<file path="src/lfhp_pkg.sv">
// Package for the LED frame header parser: parse phases, event kinds,
// result record and protocol constants. No dependencies.
package lfhp_pkg;

    localparam int unsigned LED_COUNT    = 256;
    localparam int unsigned HEADER_BYTES = 20;
    localparam int unsigned PREFIX_BYTES = 6;

    localparam logic [7:0] CHECK_SEED   = 8'h55;
    localparam logic [7:0] COUNT_RADIX  = 8'd250;
    localparam logic [7:0] EFFECT_MAX   = 8'd13;

    // Header byte positions that carry fields
    localparam logic [4:0] HDR_COUNT_LOW  = 5'd1;
    localparam logic [4:0] HDR_COUNT_HIGH = 5'd2;
    localparam logic [4:0] HDR_BRIGHTNESS = 5'd3;
    localparam logic [4:0] HDR_EFFECT     = 5'd7;
    localparam logic [4:0] HDR_CHECK_POS  = 5'(HEADER_BYTES - 1);

    localparam logic [2:0] PREFIX_LAST = 3'(PREFIX_BYTES - 1);
    localparam logic [15:0] LAST_PIXEL_INDEX = 16'(LED_COUNT - 1);

    typedef enum logic [1:0] {
        PH_HUNT   = 2'd0,
        PH_HEADER = 2'd1,
        PH_PIXELS = 2'd2
    } phase_t;

    typedef enum logic [1:0] {
        EV_HEADER    = 2'd0,
        EV_PIXEL     = 2'd1,
        EV_BAD_CHECK = 2'd2
    } event_kind_t;

    typedef struct packed {
        logic [1:0]  event_kind;
        logic [15:0] led_count;
        logic [7:0]  brightness_level;
        logic [7:0]  effect_code;
        logic [3:0]  effect_class;
        logic [15:0] pixel_index;
        logic [7:0]  red;
        logic [7:0]  green;
        logic [7:0]  blue;
        logic        last_pixel;
    } result_t;

    function automatic logic [7:0] prefix_byte(input logic [2:0] pos);
        logic [7:0] b;
        begin
            unique case (pos)
                3'd0: b = 8'h44;    // D
                3'd1: b = 8'h50;    // P
                3'd2: b = 8'h73;    // s
                3'd3: b = 8'h6F;    // o
                3'd4: b = 8'h66;    // f
                3'd5: b = 8'h74;    // t
                default: b = 8'h44;
            endcase
            return b;
        end
    endfunction

endpackage

</file>
<file path="src/lfhp_core.sv">
// Parser state and per-byte decode for the LED frame header parser.
// Depends on lfhp_pkg.
module lfhp_core (
    input  logic             aclk,
    input  logic             aresetn,
    input  logic             step,
    input  logic [7:0]       rx_byte,
    output logic             res_valid,
    output lfhp_pkg::result_t res
);
    import lfhp_pkg::*;

    phase_t      phase_reg, phase_next;
    logic [2:0]  prefix_pos_reg, prefix_pos_next;
    logic [4:0]  header_pos_reg, header_pos_next;
    logic [7:0]  xor_reg, xor_next;
    logic [7:0]  count_low_reg, count_low_next;
    logic [7:0]  count_high_reg, count_high_next;
    logic [7:0]  bright_hold_reg, bright_hold_next;
    logic [7:0]  effect_hold_reg, effect_hold_next;
    logic [7:0]  bright_now_reg, bright_now_next;
    logic [7:0]  effect_use_reg, effect_use_next;
    logic [3:0]  effect_class_reg, effect_class_next;
    logic [15:0] pixel_cnt_reg, pixel_cnt_next;
    logic [1:0]  byte_in_pix_reg, byte_in_pix_next;
    logic [7:0]  col0_reg, col0_next;
    logic [7:0]  col1_reg, col1_next;

    logic [15:0] count;
    logic        check_ok;
    logic        prefix_hit;
    logic        last_pix;

    assign count      = 16'(count_low_reg) + 16'(count_high_reg) * 16'(COUNT_RADIX) + 16'd1;
    assign check_ok   = (rx_byte == (xor_reg ^ CHECK_SEED));
    assign prefix_hit = (rx_byte == prefix_byte(prefix_pos_reg));
    assign last_pix   = (pixel_cnt_reg >= LAST_PIXEL_INDEX);

    // Next phase
    always_comb begin
        phase_next = phase_reg;
        unique case (phase_reg)
            PH_HEADER: begin
                if (header_pos_reg == HDR_CHECK_POS) begin
                    if (check_ok && count == 16'(LED_COUNT)) begin
                        phase_next = PH_PIXELS;
                    end else begin
                        phase_next = PH_HUNT;
                    end
                end
            end
            PH_PIXELS: begin
                if (byte_in_pix_reg == 2'd2 && last_pix) begin
                    phase_next = PH_HUNT;
                end
            end
            default: begin
                if (prefix_hit && prefix_pos_reg == PREFIX_LAST) begin
                    phase_next = PH_HEADER;
                end else begin
                    phase_next = PH_HUNT;
                end
            end
        endcase
    end

    // Datapath updates and result
    always_comb begin
        prefix_pos_next   = prefix_pos_reg;
        header_pos_next   = header_pos_reg;
        xor_next          = xor_reg;
        count_low_next    = count_low_reg;
        count_high_next   = count_high_reg;
        bright_hold_next  = bright_hold_reg;
        effect_hold_next  = effect_hold_reg;
        bright_now_next   = bright_now_reg;
        effect_use_next   = effect_use_reg;
        effect_class_next = effect_class_reg;
        pixel_cnt_next    = pixel_cnt_reg;
        byte_in_pix_next  = byte_in_pix_reg;
        col0_next         = col0_reg;
        col1_next         = col1_reg;
        res_valid         = 1'b0;
        res               = '0;

        unique case (phase_reg)
            PH_HEADER: begin
                if (header_pos_reg != HDR_CHECK_POS) begin
                    xor_next        = xor_reg ^ rx_byte;
                    header_pos_next = header_pos_reg + 5'd1;
                    if (header_pos_reg == HDR_COUNT_LOW)  count_low_next   = rx_byte;
                    if (header_pos_reg == HDR_COUNT_HIGH) count_high_next  = rx_byte;
                    if (header_pos_reg == HDR_BRIGHTNESS) bright_hold_next = rx_byte;
                    if (header_pos_reg == HDR_EFFECT)     effect_hold_next = rx_byte;
                end else begin
                    header_pos_next = '0;
                    xor_next        = '0;
                    res_valid       = 1'b1;
                    if (check_ok) begin
                        bright_now_next = bright_hold_reg;
                        if (effect_hold_reg != 8'd0 && effect_hold_reg != effect_use_reg) begin
                            effect_use_next = effect_hold_reg;
                            case (effect_hold_reg) inside
                                [8'd1:8'd5]:       effect_class_next = 4'd0;
                                [8'd6:EFFECT_MAX]: effect_class_next = 4'(effect_hold_reg - 8'd5);
                                default:           effect_class_next = effect_class_reg;
                            endcase
                        end
                        if (count == 16'(LED_COUNT)) begin
                            pixel_cnt_next   = '0;
                            byte_in_pix_next = '0;
                        end
                        res.event_kind = EV_HEADER;
                    end else begin
                        res.event_kind = EV_BAD_CHECK;
                    end
                    res.led_count = count;
                end
            end
            PH_PIXELS: begin
                if (byte_in_pix_reg == 2'd0) begin
                    col0_next        = rx_byte;
                    byte_in_pix_next = 2'd1;
                end else if (byte_in_pix_reg == 2'd1) begin
                    col1_next        = rx_byte;
                    byte_in_pix_next = 2'd2;
                end else begin
                    byte_in_pix_next = '0;
                    res_valid        = 1'b1;
                    res.event_kind   = EV_PIXEL;
                    res.led_count    = 16'(LED_COUNT);
                    res.pixel_index  = pixel_cnt_reg;
                    res.red          = col0_reg;
                    res.green        = col1_reg;
                    res.blue         = rx_byte;
                    res.last_pixel   = last_pix;
                    pixel_cnt_next   = last_pix ? 16'd0 : pixel_cnt_reg + 16'd1;
                end
            end
            default: begin
                // a mismatching byte restarts the hunt and is not rechecked
                if (prefix_hit && prefix_pos_reg != PREFIX_LAST) begin
                    prefix_pos_next = prefix_pos_reg + 3'd1;
                end else begin
                    prefix_pos_next = '0;
                end
                if (prefix_hit && prefix_pos_reg == PREFIX_LAST) begin
                    header_pos_next = '0;
                    xor_next        = '0;
                end
            end
        endcase

        res.brightness_level = bright_now_next;
        res.effect_code      = effect_use_next;
        res.effect_class     = effect_class_next;
    end

    always_ff @(posedge aclk) begin
        if (!aresetn) begin
            phase_reg        <= PH_HUNT;
            prefix_pos_reg   <= '0;
            header_pos_reg   <= '0;
            xor_reg          <= '0;
            bright_now_reg   <= '0;
            effect_use_reg   <= '0;
            effect_class_reg <= '0;
            pixel_cnt_reg    <= '0;
            byte_in_pix_reg  <= '0;
        end else if (step) begin
            phase_reg        <= phase_next;
            prefix_pos_reg   <= prefix_pos_next;
            header_pos_reg   <= header_pos_next;
            xor_reg          <= xor_next;
            bright_now_reg   <= bright_now_next;
            effect_use_reg   <= effect_use_next;
            effect_class_reg <= effect_class_next;
            pixel_cnt_reg    <= pixel_cnt_next;
            byte_in_pix_reg  <= byte_in_pix_next;
        end
    end

    always_ff @(posedge aclk) begin
        if (step) begin
            count_low_reg   <= count_low_next;
            count_high_reg  <= count_high_next;
            bright_hold_reg <= bright_hold_next;
            effect_hold_reg <= effect_hold_next;
            col0_reg        <= col0_next;
            col1_reg        <= col1_next;
        end
    end

endmodule

</file>
<file path="src/led_frame_header_parser.sv">
// LED frame header parser top level: input byte register, parser core,
// result register. Depends on lfhp_pkg and lfhp_core.
//
// Usage: feed received serial bytes on the s_ channel, one per transaction
// (s_tdata[7:0]). The block hunts for the prefix "DPsoft", gathers a 20-byte
// header and checks its XOR checksum, then forwards the pixel bytes of a
// matching frame as RGB triples. Each header ends in one m_ transaction
// (m_tuser = header accepted or checksum mismatch); each pixel triple ends in
// one m_ transaction (m_tuser = pixel), with m_tlast set on the frame's final
// pixel. Prefix bytes and the other header and pixel bytes give no result.
// An accepted byte goes to the input register, its result to the result
// register. Throughput: one byte per cycle unless m_tready stalls results,
// set by the combinational decode between the input and result registers.
// Reset (aresetn low, synchronous) empties both registers and returns the
// parser to prefix hunting with brightness, effect and effect class zero.
// When the receiver holds m_tready low, the result register holds its
// transaction, the input register fills and s_tready drops until m_tready
// returns; no byte or result is lost.
module led_frame_header_parser (
    input  logic        aclk,
    input  logic        aresetn,
    input  logic        s_tvalid,
    output logic        s_tready,
    input  logic [7:0]  s_tdata,    // [7:0] rx_byte
    output logic        m_tvalid,
    input  logic        m_tready,
    output logic [79:0] m_tdata,    // [15:0] led_count, [23:16] brightness_level,
                                    // [31:24] effect_code, [35:32] effect_class,
                                    // [51:36] pixel_index, [59:52] red,
                                    // [67:60] green, [75:68] blue, [79:76] zero
    output logic [1:0]  m_tuser,    // [1:0] event_kind
    output logic        m_tlast     // last_pixel
);
    import lfhp_pkg::*;

    logic        in_valid_reg, in_valid_next;
    logic [7:0]  in_byte_reg, in_byte_next;
    logic        out_valid_reg, out_valid_next;
    result_t     out_reg, out_next;
    logic        out_free;
    logic        advance;
    logic        core_valid;
    result_t     core_res;

    assign out_free = !out_valid_reg || m_tready;
    assign advance  = in_valid_reg && out_free;
    assign s_tready = !in_valid_reg || out_free;

    lfhp_core u_core (
        .aclk      (aclk),
        .aresetn   (aresetn),
        .step      (advance),
        .rx_byte   (in_byte_reg),
        .res_valid (core_valid),
        .res       (core_res)
    );

    always_comb begin
        in_valid_next  = in_valid_reg;
        in_byte_next   = in_byte_reg;
        out_valid_next = out_valid_reg;
        out_next       = out_reg;
        if (s_tready) begin
            in_valid_next = s_tvalid;
            in_byte_next  = s_tdata;
        end
        if (out_free) begin
            out_valid_next = advance && core_valid;
            out_next       = core_res;
        end
    end

    always_ff @(posedge aclk) begin
        if (!aresetn) begin
            in_valid_reg  <= 1'b0;
            out_valid_reg <= 1'b0;
        end else begin
            in_valid_reg  <= in_valid_next;
            out_valid_reg <= out_valid_next;
        end
    end

    always_ff @(posedge aclk) begin
        in_byte_reg <= in_byte_next;
        out_reg     <= out_next;
    end

    assign m_tvalid = out_valid_reg;
    assign m_tuser  = out_reg.event_kind;
    assign m_tlast  = out_reg.last_pixel;
    assign m_tdata  = {4'd0, out_reg.blue, out_reg.green, out_reg.red,
                       out_reg.pixel_index, out_reg.effect_class,
                       out_reg.effect_code, out_reg.brightness_level,
                       out_reg.led_count};

    // hold the buffered byte while the result side is stalled
    a_in_hold: assert property (@(posedge aclk) disable iff (!aresetn)
        in_valid_reg && !out_free |=> in_valid_reg && $stable(in_byte_reg))
        else $error("input byte lost while stalled");

    a_pixel_count: assert property (@(posedge aclk) disable iff (!aresetn)
        m_tvalid && m_tuser == EV_PIXEL |-> m_tdata[15:0] == 16'(LED_COUNT))
        else $error("pixel event with wrong led count");

    a_last_kind: assert property (@(posedge aclk) disable iff (!aresetn)
        m_tvalid && m_tlast |-> m_tuser == EV_PIXEL)
        else $error("last flag on a header event");

    a_header_blank: assert property (@(posedge aclk) disable iff (!aresetn)
        m_tvalid && m_tuser != EV_PIXEL |-> m_tdata[75:36] == 40'd0)
        else $error("header event carries pixel data");

    a_no_kind3: assert property (@(posedge aclk) disable iff (!aresetn)
        m_tvalid |-> m_tuser != 2'd3)
        else $error("undefined event kind emitted");

endmodule
</file>
<file path="config.mk">
export PLATFORM = sky130hd
export DESIGN_NAME = led_frame_header_parser
export DESIGN_NICKNAME = d
export VERILOG_FILES = /design/src/lfhp_pkg.sv /design/src/lfhp_core.sv /design/src/led_frame_header_parser.sv
export SDC_FILE = /design/constraint.sdc
export NUM_CORES = 1
export LEC_CHECK = 0
export ABC_CLOCK_PERIOD_IN_PS = 9200
export BUFFER_PORTS_ARGS = -buffer_cell sky130_fd_sc_hd__clkbuf_2
export CORE_MARGIN = 3
export CORE_UTILIZATION = 45
export CTS_CLUSTER_DIAMETER = 120
export DETAILED_ROUTE_END_ITERATION = 10
export MAX_ROUTING_LAYER = met4
export PLACE_DENSITY = 0.65
export SETUP_SLACK_MARGIN = 0.4
export SYNTH_ARGS = -nofsm -noshare
export SYNTH_HDL_FRONTEND = slang
export SYNTH_SLANG_ARGS = --single-unit
</file>
<file path="constraint.sdc">
create_clock -name aclk -period 9.2 [get_ports aclk]
set_clock_uncertainty 0.05 [all_clocks]
set_input_delay 0.46 -clock aclk [delete_from_list [all_inputs] [get_ports aclk]]
set_output_delay 0.46 -clock aclk [all_outputs]
set_load 0.03 [all_outputs]
</file>
After elaboration in Yosys (flattened, before gate mapping)
Index checks and enable logic that the tools add are counted.
{"block": "op_classes", "n_addsub": 6, "mul": 1, "n_div": 0, "magnitude_cmp": 5, "eq_ne": 27, "shifts": 0, "mux": 48, "n_bitwise": 5, "n_reduce_logical": 30}
{"op": "$mux W16", "count": 6}
{"op": "$mux W8", "count": 9}
{"op": "$mux W18", "count": 2}
{"op": "$pmux W18 S2", "count": 1}
{"op": "$add A16 B1 Y16 const B", "count": 2}
{"op": "$pmux W16 S2", "count": 1}
{"op": "$pmux W6 S5", "count": 1}
{"op": "$mux W4", "count": 6}
{"op": "$reduce_and A4 Y1", "count": 5}
{"op": "$mux W2", "count": 9}
{"op": "$mux W17", "count": 1}
{"op": "$add A8 B16 Y16", "count": 1}
{"op": "$eq A16 B9 Y1 const B", "count": 1}
{"op": "$ge A16 B8 Y1 const B", "count": 1}
{"op": "$pmux W8 S2", "count": 1}
{"op": "$mul A8 B7 Y15 const B", "count": 1}
{"op": "$eq A5 B2 Y1 const B", "count": 2}
{"op": "$mux W5", "count": 2}
{"op": "$pmux W5 S2", "count": 1}
{"op": "$logic_and A1 B1 Y1", "count": 9}
{"op": "$reduce_and A3 Y1", "count": 3}
{"op": "$eq A8 B7 Y1", "count": 1}
{"op": "$eq A8 B8 Y1", "count": 1}
{"op": "$ge A8 B1 Y1 const B", "count": 1}
{"op": "36 further kinds", "count": 54}
{"block": "totals", "register_bits": 193, "latch_bits": 0, "ram_bits": 0, "romBits": 0, "in_bits": 12, "out_inout_bits": 85, "memories": 0}

Logic depth before layout (Yosys ltp)
{"block": "logic_depth", "word_depth": 8, "mapped_depth": 20, "ltp_nobuf": 18}

Modules after synthesis
Synthesis repeated with hierarchy kept, for this count alone.
{"block": "unflattened", "cells_unflattened": 872, "hier_area_um2": 10186.0}
{"mod": "lfhp_core", "instances": 1, "cells_each": 771, "area_each_um2": 7438.4}
{"mod": "led_frame_header_parser", "instances": 1, "cells_each": 101, "area_each_um2": 2747.6}

Worst setup path after synthesis
Ideal clock, no wire load.
{"block": "synth_timing", "path_type": "reg-to-reg", "from": "reg u_core.count_high_reg[0]", "to": "reg u_core.pixel_cnt_reg[3]", "t_arrival_ps": 5078, "required_ps": 9080, "path_slack_ps": 4002, "path_stages_with_launch": 19, "path_buffers": 0, "path_cell_list": "edfxtp_1 -> fa_1 -> xor2_1 -> ha_1 -> fa_1 -> inv_1 -> fa_1 -> inv_1 -> ha_1 -> xnor2_1 -> ha_1 -> a21oi_1 -> o21ai_1 -> xnor2_1 -> or4b_4 -> nor3_2 -> a21oi_2 -> or3_1 -> a21boi_1"}
{"block": "synth_between", "elab_chain_cells": 6}
{"item": "start: declaration", "line": "lfhp_core.sv:18", "source": "logic [7:0] count_high_reg, count_high_next;"}
{"item": "start signal: assignment", "line": "lfhp_core.sv:186", "source": "count_high_reg <= count_high_next;"}
{"item": "$mul A8 B7 Y15", "line": "lfhp_core.sv:34", "source": "assign count = 16'(count_low_reg) + 16'(count_high_reg) * 16'(COUNT_RADIX) + 16'd1;"}
{"item": "$add A8 B16 Y16", "line": "lfhp_core.sv:34"}
{"item": "$add A16 B1 Y16", "line": "lfhp_core.sv:34"}
{"item": "$eq A16 B9 Y1", "line": "lfhp_core.sv:109", "source": "if (count == 16'(LED_COUNT)) begin"}
{"item": "$ne A2 B1 Y1 (no line)"}
{"item": "$reduce_and A7 Y1 (no line)"}
{"item": "end signal: assignment", "line": "lfhp_core.sv:178", "source": "pixel_cnt_reg <= pixel_cnt_next;"}
{"item": "end: declaration", "line": "lfhp_core.sv:24", "source": "logic [15:0] pixel_cnt_reg, pixel_cnt_next;"}
No other way between the ends.
A chain may end at the register's enable or synchronous reset.

Worst setup path in the final report
{"block": "layout_timing", "from": "reg u_core.count_high_reg[1]", "to": "reg u_core.pixel_cnt_reg[5]"}
The elaborated chain is that of the path after synthesis.

==> Implementation_results.wiki <==
{| class="wikitable"
! Metric !! Value
|-
| Status || finished clean
|-
| Synthesized flop and latch total || 193
|-
| Cell at the root of the clock tree || clkbuf_16
|-
| Synth cell types || 68
|-
| Number of remaining DRC errors || 0
|-
| Area leader, netlist || edfxtp_1
|-
| YS warnings || 0
|-
| Final antenna diode count || 0
|-
| Setup TNS Final || 0 ns
|-
| Hold Buf Count CTS || 0
|-
| Setup bufs post-CTS || 0
|-
| Global-route wire length before repair || 31.75 mm
|-
| Global router's overall resource usage || 17.28%
|-
| Share of post-route cells with drive strength above 1 || 17.62%
|-
| Final HPWL DP || 13.86 mm
|-
| Avg Inst Size Synth || 11.66 µm²
|-
| Min-delay worst type || in2reg
|-
| Iteration-0 DRC count of the detailed router || 375
|-
| Number of enable flip-flop cells after synthesis || 135
|-
| Cells on worst reg2reg path || 17
|-
| Critical path data required time || 9.52 ns
|-
| Hold path endpoint || in_byte_reg[2]
|-
| Floorplan die width || 153.7 µm
|-
| Unrepaired setup endpoints after global routing || false
|-
| Std-Cell Rows || 53
|-
| Critical path start-end classification || reg2reg
|-
| Clock sink count || 193
|-
| Fin crit period || 5.768 ns
|-
| Antenna violations before repair || 0
|-
| Post-route core utilization || 52.57%
|-
| Core area || 21220 µm²
|-
| Synth-to-layout area growth || 13.67%
|-
| TritonCTS Buffers || 17
|-
| Beginning of the worst register-to-register path || u_core.count_high_reg[1]
|-
| Cells taking the most area after synthesis || edfxtp_1 (41%), dfxtp_1 (12%), ha_1 (7.6%)
|-
| Switching share of power || 21.86%
|-
| Top-area cell type share of the netlist area || 41.31%
|-
| Clock latency at the later pin of the worst-skew pair || 0.44 ns
|-
| # H-tree levels || 4
|-
| Maximum number of pins on one net before global-route repair || 74
|-
| Start point of the critical path || u_core.count_high_reg[1]
|-
| Count of TritonRoute iterations in the first routing pass || 5
|-
| Part of the total power dissipated in sequential elements || 53.9%
|-
| Number of nets still failing antenna checks after routing || 0
|-
| Highest ir drop seen on vdd || 141.2 µV
|-
| Synthesized area || 9814 µm²
|-
| Total gr overflow || 0
|-
| Avg Vias per Cell || 5.211
|-
| Synthesized netlist cell count || 842
|-
| Count of cells along the worst hold path || 1
|-
| Post-layout nets || 1023
|-
| Endpoint of the most critical register-to-register path || u_core.pixel_cnt_reg[5]
|-
| Commonest register cell after synthesis || edfxtp_1
|-
| Number of failing setup endpoints in the final timing report || 0
|-
| Initial cell density of the core || 46.25%
|-
| Kind of end point of the critical path || flip-flop
|-
| Post-cts gate resize count || 0
|-
| Number of buffers on the longest clock path || 2
|-
| Number of placed I/O pins || 97
|-
| Routability Congestion || 0.8489
|-
| Worst-case register-to-register setup slack || 3.43 ns
|-
| Number of I/O port buffers || 92
|-
| Fin crit share || 62.70%
|-
| Count of maximum capacitance violations || 0
|-
| Floorplan die height || 153.7 µm
|-
| Vias in the first global route || 6109
|-
| Arrival time at the worst endpoint || 6.09 ns
|-
| Post-synthesis async set-or-reset flop share || 0%
|-
| Int Pwr || 1364 µW
|-
| Final-report hold violation count || 0
|-
| Die footprint || 23620 µm²
|-
| Max FFs per register || 76
|-
| Transition at the pin with the smallest max-transition slack || 0.9528 ns
|-
| Clock transition at the registers of the reported paths || 0.08 ns
|-
| Critical path peak fanout || 13
|-
| TritonCTS clock tree || built
|-
| Achievable frequency || 173.4 MHz
|-
| Worst relative slew slack || 36.48%
|-
| Min-delay src || s_tdata[2]
|-
| Routed via count || 6342
|-
| Sequential share of the synthesized area || 53.14%
|-
| WL per Instance || 16.14 µm
|-
| Switching power total || 381.7 µW
|-
| Clock power share || 44.3%
|-
| Startpoint class of the critical path || flip-flop
|-
| Pwr Density || 156.5 nW/µm²
|-
| Highest-count cells in the layout ignoring fill and taps || edfxtp_1 (135), clkbuf_2 (92), nor2_1 (73), ha_1 (60), dfxtp_1 (58)
|-
| Max Slew Vio Count || 0
|-
| Detailed Route WL || 19.64 mm
|-
| Leakage || 0.004737 µW
|-
| Combinational share of power || 1.9%
|-
| Most common library cell in the layout ignoring fill and taps || edfxtp_1
|}
[Yosys cell counts, drive strengths merged (9+ instances only)]
cell type and n:
edfxtp 135, nor2 73, ha 60, dfxtp 58, nand2 57, inv 54, and3 47, xnor2 33
o21ai 31, clkbuf 24, xor2 23, fa 22, a21oi 20, nor2b 20, and2 18, mux2 16
nor3 14, mux2i 13, nor3b 12, nand3 10, nor4 9
[metal layers]
metal / part of all wire (%) / vias to the layer above / GRT usage (%)
met5: 0 / - / -
met3: 4.9 / 21 / 2.815
met4: 1.4 / 0 / 4.584
met2: 45 / 157 / 26.57
met1: 49 / 3012 / 24.09
li1: - / 3152 / -
[layout make-up]
cell class	instances	area [µm²]
Sequential cell	193	5215
Inverter	54	203.9
Clock buffer	18	439.2
Clock inverter	14	192.7
Timing Repair Buffer	97	498.0
Multi-Input combinational cell	566	4263
Tap cell	275	344.1
Fill cell	1851	10060
[stage by stage]
step	setup WS (ns)	instances	hold WS [ns]	instance area (µm²)	total power (µW)
global route	3.078	1217	0.1372	11160	1797
floorplan	4.002	845	0.3937	9826	980.2
global placement	3.523	1185	0.4083	10520	992.7
finish	3.432	1217	0.1459	11160	1746
detailed placement	3.386	1185	0.4153	10520	993.4
CTS	3.387	1217	0.1308	11160	1762
[logic make-up after synthesis]
kind of cell,synth area share [%]
AOI/OAI and AO/OA,7.165
xor gates and xnor gates,4.997
adders and majority gates,12.14
buffers and inverters,3.544
DFF,53.14
muxes,3.162
other,0.03821
and+or+nand+nor,15.82
[power by group through the flow]
stage	clock [µW]	sequential [µW]	combinational, µW
final	773	940	33.1
after global routing	820	941	36.5
after global placement	0	960	33.0
after CTS	789	940	33.3
after floorplan	0	960	20.7
after detailed placement	0	960	33.3
[how the worst max path moves through the flow]
stage / to / slack, ns / cells past startpoint
floorplan: u_core.pixel_cnt_reg[3] / 4.00 / 18
global placement: u_core.pixel_cnt_reg[3] / 3.52 / 17
detailed placement: u_core.pixel_cnt_reg[3] / 3.39 / 17
CTS: u_core.pixel_cnt_reg[3] / 3.39 / 17
global route: u_core.pixel_cnt_reg[5] / 3.08 / 18
finish: u_core.pixel_cnt_reg[5] / 3.43 / 17
[critical path, cell delays in order, from the launching register on]
cell      delay [ns]
edfxtp_1        0.52
fa_1            0.57
inv_1           0.05
fa_1            0.53
fa_1            0.45
fa_1            0.51
inv_1           0.04
ha_1            0.37
a21o_1          0.23
a21o_1          0.19
or3_1           0.37
and3_1          0.22
mux2_2          0.30
a31oi_4         0.24
nor4_1          0.09
a21oi_1         0.69
nand2_1         0.14
mux2i_1         0.16
Note: power is estimated with default switching activity, not from simulation.
